`config.mk`:
```
export PLATFORM = sky130hd
export DESIGN_NAME = pipo_cell
export DESIGN_NICKNAME = d
export VERILOG_FILES = /design/src/sv/pipo_pkg.sv /design/src/sv/pipo_cell.sv
export SDC_FILE = /design/constraint.sdc
export NUM_CORES = 1
export LEC_CHECK = 0
export ABC_AREA = 1
export BUFFER_PORTS_ARGS = -buffer_cell sky130_fd_sc_hd__buf_2
export CAP_MARGIN = 20
export CORE_AREA = 4 4 169 171
export DETAILED_ROUTE_END_ITERATION = 12
export DIE_AREA = 0 0 173 175
export HOLD_SLACK_MARGIN = 0.05
export PLACE_DENSITY = 0.77
export SYNTH_ARGS = -nofsm -noshare
export SYNTH_HDL_FRONTEND = slang
export SYNTH_SLANG_ARGS = --single-unit
```
`constraint.sdc`:
```
create_clock -name clock -period 2.9 [get_ports clock]
set_input_delay 0.435 -clock clock [delete_from_list [all_inputs] [get_ports clock]]
set_output_delay 0.435 -clock clock [all_outputs]
set_load 0.03 [all_outputs]
```
`src/sv/pipo_pkg.sv`:
```
// Shared types, constants and round functions of the PIPO-64 pipeline.
package pipo_pkg;

   localparam int NumCells   = 17;
   localparam int RoundWidth = 5;

   localparam logic [RoundWidth-1:0] Rounds128 = RoundWidth'(13);
   localparam logic [RoundWidth-1:0] Rounds256 = RoundWidth'(17);
   localparam logic [RoundWidth-1:0] LastCell  = RoundWidth'(NumCells);

   localparam logic [2:0] CsrMode   = 3'd0;
   localparam logic [2:0] CsrChunk0 = 3'd1;
   localparam logic [2:0] CsrChunk1 = 3'd2;
   localparam logic [2:0] CsrChunk2 = 3'd3;
   localparam logic [2:0] CsrChunk3 = 3'd4;

   localparam logic CmdEncrypt = 1'b0;
   localparam logic CmdDecrypt = 1'b1;

   localparam logic [2:0] RotFwd [8] = '{3'd0, 3'd7, 3'd4, 3'd3, 3'd6, 3'd5, 3'd1, 3'd2};
   localparam logic [2:0] RotInv [8] = '{3'd0, 3'd1, 3'd4, 3'd5, 3'd2, 3'd3, 3'd7, 3'd6};

   typedef logic [7:0][7:0] plane_type;

   typedef struct packed {
      logic      valid;
      logic      command;
      plane_type data;
   } stage_type;

   typedef struct packed {
      logic             mode;
      logic [3:0][63:0] chunk;
   } key_type;

   function automatic logic [7:0] rotl8(input logic [7:0] x, input logic [2:0] n);
      logic [15:0] t;
      t = {x, x} << n;
      return t[15:8];
   endfunction

   function automatic plane_type p_layer(input plane_type x, input logic inv);
      plane_type y;
      for (int k = 0; k < 8; k++) begin
         y[k] = rotl8(x[k], inv ? RotInv[k] : RotFwd[k]);
      end
      return y;
   endfunction

   function automatic plane_type s_layer(input plane_type xi);
      plane_type x;
      logic [7:0] a, b, c;
      x = xi;
      x[5] ^= x[7] & x[6];
      x[4] ^= x[3] & x[5];
      x[7] ^= x[4];
      x[6] ^= x[3];
      x[3] ^= x[4] | x[5];
      x[5] ^= x[7];
      x[4] ^= x[5] & x[6];
      x[2] ^= x[1] & x[0];
      x[0] ^= x[2] | x[1];
      x[1] ^= x[2] | x[0];
      x[2] = ~x[2];
      x[7] ^= x[1];
      x[3] ^= x[2];
      x[4] ^= x[0];
      a = x[7];
      b = x[3];
      c = x[4];
      x[6] ^= a & x[5];
      a ^= x[6];
      x[6] ^= c | b;
      b ^= x[5];
      x[5] ^= x[6] | c;
      c ^= b & a;
      x[2] ^= a;
      a = x[1] ^ c;
      x[1] = x[0] ^ b;
      x[0] = x[7];
      x[7] = a;
      b = x[3];
      x[3] = x[6];
      x[6] = b;
      c = x[4];
      x[4] = x[5];
      x[5] = c;
      return x;
   endfunction

   function automatic plane_type inv_s_layer(input plane_type xi);
      plane_type x;
      logic [7:0] a, b, c;
      x = xi;
      a = x[7];
      x[7] = x[0];
      x[0] = x[1];
      x[1] = a;
      a = x[7];
      b = x[6];
      c = x[5];
      x[4] ^= x[3] | c;
      x[3] ^= c | b;
      b ^= x[4];
      a ^= x[3];
      c ^= b & a;
      x[3] ^= x[4] & x[7];
      x[0] ^= b;
      x[1] ^= c;
      x[2] ^= a;
      a = x[3];
      x[3] = x[6];
      x[6] = a;
      a = x[5];
      x[5] = x[4];
      x[4] = a;
      x[7] ^= x[1];
      x[3] ^= x[2];
      x[4] ^= x[0];
      x[4] ^= x[5] & x[6];
      x[5] ^= x[7];
      x[3] ^= x[4] | x[5];
      x[6] ^= x[3];
      x[7] ^= x[4];
      x[4] ^= x[3] & x[5];
      x[5] ^= x[7] & x[6];
      x[2] = ~x[2];
      x[1] ^= x[2] | x[0];
      x[0] ^= x[2] | x[1];
      x[2] ^= x[1] & x[0];
      return x;
   endfunction

   function automatic logic [63:0] round_subkey(input key_type key,
                                                 input logic [RoundWidth-1:0] i);
      logic [1:0] idx;
      idx = key.mode ? i[1:0] : {1'b0, i[0]};
      return key.chunk[idx] ^ {{(64-RoundWidth){1'b0}}, i};
   endfunction

endpackage

```
`src/sv/pipo_cell.sv`:
```
// Registered PIPO round cell: a full encrypt or decrypt round, or a pass-through.
module pipo_cell (
   input  logic                              clock,
   input  logic                              reset,
   input  logic [pipo_pkg::RoundWidth-1:0]   cell_index,
   input  pipo_pkg::key_type                 key,
   input  pipo_pkg::stage_type               stage_in,
   output pipo_pkg::stage_type               stage_out
);
   import pipo_pkg::*;

   logic                  valid_ff;
   logic                  command_ff;
   plane_type             data_ff;
   plane_type             data_in;
   logic [RoundWidth-1:0] round;
   logic [RoundWidth-1:0] rounds;
   logic                  active;
   plane_type             rk;

   always_comb begin
      round   = (stage_in.command == CmdDecrypt) ? RoundWidth'(LastCell + 1'b1 - cell_index)
                                                 : cell_index;
      rounds  = key.mode ? Rounds256 : Rounds128;
      active  = (round <= rounds);
      rk      = round_subkey(key, round);
      data_in = stage_in.data;
      if (active) begin
         if (stage_in.command == CmdEncrypt) begin
            data_in = p_layer(s_layer(stage_in.data), 1'b0) ^ rk;
         end else begin
            data_in = inv_s_layer(p_layer(stage_in.data ^ rk, 1'b1));
         end
      end
   end

   always_ff @(posedge clock) begin
      if (reset) begin
         valid_ff <= 1'b0;
      end else begin
         valid_ff <= stage_in.valid;
      end
      command_ff <= stage_in.command;
      data_ff    <= data_in;
   end

   assign stage_out = '{valid: valid_ff, command: command_ff, data: data_ff};

endmodule

```
== Yosys cells after proc, flatten, opt, wreduce, memory -nomap -nowiden ==
Cells that the tools add are included.
Storage, ports and cells
  register bits: 66
  input port bits: 330
  output and inout bits: 66
  word-level logic and storage cells: 91
Operators by class
  add/subtract/negate cells: 1
  order comparisons: 2
  multiplexer cells: 7
  bitwise logic cells: 71
Operators with widths (count)
  8-bit bitwise XOR: 44
  64-bit two-way mux: 3
  64-bit binary-select mux with 2-bit select: 1
  64-bit bitwise XOR: 2
  8-bit AND: 12
  8-bit OR: 10
  64-bit by 5-bit bitwise XOR with 64-bit output: 1
  8-bit inverter: 2
  5-bit two-way mux: 2
  5-bit <= comparator: 1
  5-bit subtractor, first input constant: 1
  2-bit by 3-bit less-than comparator with 1-bit output, second input constant: 1
  2-bit two-way mux: 1

== Depth between registers and ports, before layout ==
  depth in word-level cells: 22
  gate-level depth with buffers: 29
  gate-level depth less buffers: 28

== Least setup slack after synthesis ==
No wires, ideal clock.
  kind: in2reg
  start point: in cell_index[1] (netlist bit)
  end point: reg data_ff (netlist bit stage_out[45])
  setup time: 0.116 ns
  data arrival time: 2.843 ns
  required time: 2.784 ns
  setup slack: -0.059 ns
  stages on the path: 22
  path buffers: 2
  cells stage by stage: inv_2 > ha_1 > inv_1 > nand2_4 > nand3_4 > buf_6 > buf_6 > nand2_1 > nand2_2 > xor2_2 > inv_1 > nand2_2 > nand2_4 > xor2_2 > xor2_2 > inv_2 > nand3_1 > nand3_1 > nand2_1 > nand3_1 > nand3_1 > a21oi_1
RTL lines
  from (decl): RTL line pipo_cell.sv:5  | input logic [pipo_pkg::RoundWidth-1:0] cell_index,
  to (signal assigned): RTL line pipo_cell.sv:44  | data_ff <= data_in;
  to (decl): RTL line pipo_cell.sv:14  | plane_type data_ff;

==> metrics.txt <==
# TYPE chip_impl_metric gauge
chip_impl_metric{name="clkSlewWorstSetupHoldPaths",unit="ps"} 60
chip_impl_info{name="final_common_cell",value="sky130_fd_sc_hd__nand2_1"} 1
chip_impl_metric{name="tightestPinTransition",unit="ps"} 799.9
chip_impl_metric{name="whs",unit="ps"} 235.4
chip_impl_info{name="failed_checks",value="negative setup slack"} 1
chip_impl_metric{name="place.gp.congestion",unit=""} 1.064
chip_impl_metric{name="route.detailed.drc",unit=""} 0
chip_impl_metric{name="core_area",unit="mm²"} 0.02688
chip_impl_info{name="cts_tree",value="done"} 1
chip_impl_metric{name="drt-vias-per-instance",unit=""} 5.441
chip_impl_metric{name="timing.final.setup_violations",unit=""} 31
chip_impl_info{name="clock-root-buffer",value="sky130_fd_sc_hd__clkbuf_16"} 1
chip_impl_metric{name="maxCapViolCount",unit=""} 0
chip_impl_metric{name="finalPower",unit="µW"} 12590
chip_impl_metric{name="route.vias.total",unit=""} 18910
chip_impl_metric{name="worstPathMaxFanout",unit=""} 7
chip_impl_metric{name="netlist_area",unit="mm²"} 0.01305
chip_impl_metric{name="largest_net_degree_at_the_start_of_global_routing",unit=""} 60
chip_impl_metric{name="powerDensity",unit="mW/mm²"} 630.0
chip_impl_info{name="min-delay-path-class",value="input pin to flip-flop"} 1
chip_impl_metric{name="ant_nets",unit=""} 0
chip_impl_metric{name="max-vdd-ir-drop",unit="mV"} 0.3839
chip_impl_metric{name="critPathRequiredTime",unit="ps"} 3190
chip_impl_metric{name="fin_crit",unit="ps"} 3229
chip_impl_metric{name="portBuffers",unit=""} 395
chip_impl_metric{name="multi_input_comb_area",unit="mm²"} 0.01127
chip_impl_metric{name="first_global_vias",unit=""} 17440
chip_impl_metric{name="hold_viol_final",unit=""} 0
chip_impl_metric{name="relSlewSlack",unit=""} 0.4667
chip_impl_metric{name="die_area",unit="mm²"} 0.03028
chip_impl_metric{name="max-clock-path-buffers",unit=""} 2
chip_impl_metric{name="wl_met1",unit="µm"} 24410
chip_impl_metric{name="drv_slew",unit=""} 0
chip_impl_info{name="highest_layer",value="met4"} 1
chip_impl_info{name="setup.worst_path.start_class",value="input pin"} 1
chip_impl_metric{name="filler_cell_count",unit=""} 2302
chip_impl_info{name="cp-end-kind",value="flip-flop"} 1
chip_impl_info{name="worstSetupPathType",value="input pin to flip-flop"} 1
chip_impl_metric{name="initial_utilization",unit=""} 0.4856
chip_impl_metric{name="post_drt_wl_per_cell",unit="µm"} 18.68
chip_impl_metric{name="yosysWarningCount",unit=""} 0
chip_impl_metric{name="cts-hold-fix-buffers",unit=""} 0
chip_impl_metric{name="synth.yosys.seq_area_share",unit=""} 0.1012
chip_impl_metric{name="design.final.nets",unit=""} 3462
chip_impl_metric{name="finalWirelength",unit="µm"} 64920
chip_impl_info{name="cp-startpoint",value="cell_index[1]"} 1
chip_impl_metric{name="met3_wirelength",unit="µm"} 6186
chip_impl_metric{name="synth.top_cell.area_share",unit=""} 0.2514
chip_impl_metric{name="finish.instance_area",unit="mm²"} 0.01998
chip_impl_metric{name="cell_count_after_synthesis",unit=""} 2344
chip_impl_metric{name="leakagePower",unit="µW"} 0.01115
chip_impl_metric{name="syn_avg_cell_area",unit="µm²"} 5.568
chip_impl_info{name="outcome",value="finished with violations"} 1
chip_impl_metric{name="fmax",unit="MHz"} 309.7
chip_impl_metric{name="placementRows",unit=""} 60
chip_impl_metric{name="arrival",unit="ps"} 3510
chip_impl_metric{name="synth_fp_nets",unit=""} 2679
chip_impl_metric{name="ctsHtreeMaxLevel",unit=""} 3
chip_impl_metric{name="cts_made_buffers",unit=""} 9
chip_impl_metric{name="area.growth.synth_to_final",unit="%"} 53.10
chip_impl_info{name="min-delay-start",value="reset"} 1
chip_impl_metric{name="overall_fraction_of_global_route_tracks_in_use",unit=""} 0.3931
chip_impl_metric{name="ioPinCount",unit=""} 396
chip_impl_info{name="synth_top_cell_by_area",value="sky130_fd_sc_hd__nand2_1"} 1
chip_impl_metric{name="dpl-instance-area",unit="mm²"} 0.01832
chip_impl_metric{name="drive_gt1_frac",unit=""} 0.3946
chip_impl_info{name="setup_repair_after_global_routing_missed_its_margin",value="true"} 1
chip_impl_metric{name="drtIter0Drc",unit=""} 1790
chip_impl_metric{name="globalRoute.totalOverflow",unit=""} 0
chip_impl_metric{name="synth_cell_type_count",unit=""} 47
chip_impl_metric{name="grt_antenna_before_repair",unit=""} 2
chip_impl_metric{name="grt_pass1_wl",unit="µm"} 93530
chip_impl_metric{name="finalCritPeriodShare",unit=""} 1.113
chip_impl_metric{name="firstDrtPassIters",unit=""} 8
chip_impl_metric{name="met2_wirelength",unit="µm"} 29870
chip_impl_metric{name="sequential_cell_area",unit="mm²"} 0.001321
chip_impl_info{name="layout_common_cells",value="sky130_fd_sc_hd__nand2_1 (797), sky130_fd_sc_hd__buf_4 (427), sky130_fd_sc_hd__buf_2 (393)"} 1
chip_impl_metric{name="die_y",unit="µm"} 175
chip_impl_metric{name="postLayoutSetupSlackWorst",unit="ps"} -328.9
chip_impl_metric{name="cts.sinks",unit=""} 66
chip_impl_info{name="netlist_top_cells_area",value="sky130_fd_sc_hd__nand2_1 (25%), sky130_fd_sc_hd__nand3_1 (13%), sky130_fd_sc_hd__dfxtp_1 (10%)"} 1
chip_impl_metric{name="ys_seq_elements",unit=""} 66
chip_impl_metric{name="die_width",unit="µm"} 173
chip_impl_metric{name="place.detailed.hpwl",unit="µm"} 53880
==> cell usage after synthesis (all sizes together) <==
master and n:
dfxtp 66, ha 5, o21a 1, inv 243, clkbuf 22, o221ai 2
mux2i 6, clkinv 2, o211ai 13, xor2 177, nand2 963, buf 55
or2 12, a31oi 45, o22ai 7, a21o 1, a22oi 1, nand4 13
nor2 139, a21oi 38, nor3 1, o21bai 2, nand3b 5, nand3 342
xnor2 57, and2 2, o21ai 124
==> flip-flops by register name, summed over array words and instances, names as in the netlist <==
| register | cells |
|---|---|
| valid_ff | 1 |
| stage_out | 64 |
| command_ff | 1 |
==> metrics by stage <==
step                      setup WS (ps)  cells  TNS, ps  utilization
after floorplan                   4.632   2344        0            -
after global placement           -525.1   3427   -17620       0.6818
after detailed placement         -597.8   3427   -21850       0.6818
after CTS                        -154.3   3447    -1861       0.7034
after global routing             -483.7   3474   -12230       0.7434
final                            -328.9   3475    -4690       0.7435
==> power by group <==
group / leakage (µW) / internal [µW] / total, µW / switching (µW)
registers: 0.000557 / 1270 / 1380 / 115
logic: 0.0104 / 3990 / 9970 / 5980
clock network: 0.000156 / 774 / 1240 / 463
total: 0.0112 / 6030 / 12600 / 6560
==> repair_timing <==
action	in CTS	in global routing
endpoints found under the setup margin	32	59
pin swaps	9	42
cloned	1	1
gates resized for setup	48	208
setup buffers	3	25
==> layer usage <==
layer	global-route usage	vias to the layer above
li1	-	9001
met1	0.4702	8585
met2	0.6669	1086
met3	0.07053	237
met4	0.2205	0
met5	0	-
==> worst max-delay path, cell delays in order <==
cell	delay [ps]
sky130_fd_sc_hd__buf_8	100
sky130_fd_sc_hd__inv_4	50
sky130_fd_sc_hd__ha_4	200
sky130_fd_sc_hd__inv_4	50
sky130_fd_sc_hd__nand2_4	60
sky130_fd_sc_hd__nand2_4	100
sky130_fd_sc_hd__nor2_8	60
sky130_fd_sc_hd__buf_6	130
sky130_fd_sc_hd__clkbuf_16	160
sky130_fd_sc_hd__buf_12	150
sky130_fd_sc_hd__buf_4	130
sky130_fd_sc_hd__nand2_2	60
sky130_fd_sc_hd__nand3_2	80
sky130_fd_sc_hd__nand2_4	150
sky130_fd_sc_hd__nand2_2	60
sky130_fd_sc_hd__nand2_1	90
sky130_fd_sc_hd__nand3_2	90
sky130_fd_sc_hd__nand2_4	140
sky130_fd_sc_hd__xor2_4	180
sky130_fd_sc_hd__xor2_2	260
sky130_fd_sc_hd__buf_4	180
sky130_fd_sc_hd__nand3_2	100
sky130_fd_sc_hd__nand3_2	90
sky130_fd_sc_hd__nand2_2	60
sky130_fd_sc_hd__nand3_1	90
sky130_fd_sc_hd__nand3_2	100
sky130_fd_sc_hd__a21oi_2	150
==> cell families (layout without fill, tap and decap cells) <==
kind of cell    count (synthesis)  in the layout  synth area share
flops                          66             66            0.1012
fa+ha+maj                       5              5          0.004793
compound gates                234            234            0.1075
other cells                     0              2                 0
mux                             6              6          0.004602
simple gates                 1477           1477            0.4930
buf+inv                       322           1110            0.1138
xor+xnor                      234            234            0.1752
==> cell type report <==
| class | count | area share |
|---|---|---|
| Inverter | 245 | 0.04678 |
| Timing Repair Buffer | 849 | 0.2854 |
| Multi-Input combinational cell | 1956 | 0.5641 |
| Tap cell | 341 | 0.02135 |
| Clock inverter | 5 | 0.003882 |
| Clock buffer | 11 | 0.01215 |
| Antenna cell | 2 | 0.0002505 |
| Sequential cell | 66 | 0.06612 |
==> worst paths after layout <==
| check | end | depth (start not counted) | slack [ps] |
|---|---|---|---|
| worst max-delay path | stage_out[46] | 27 | -330 |
| worst min-delay path | valid_ff | 2 | 240 |
Power figures use the tool's default switching activity.
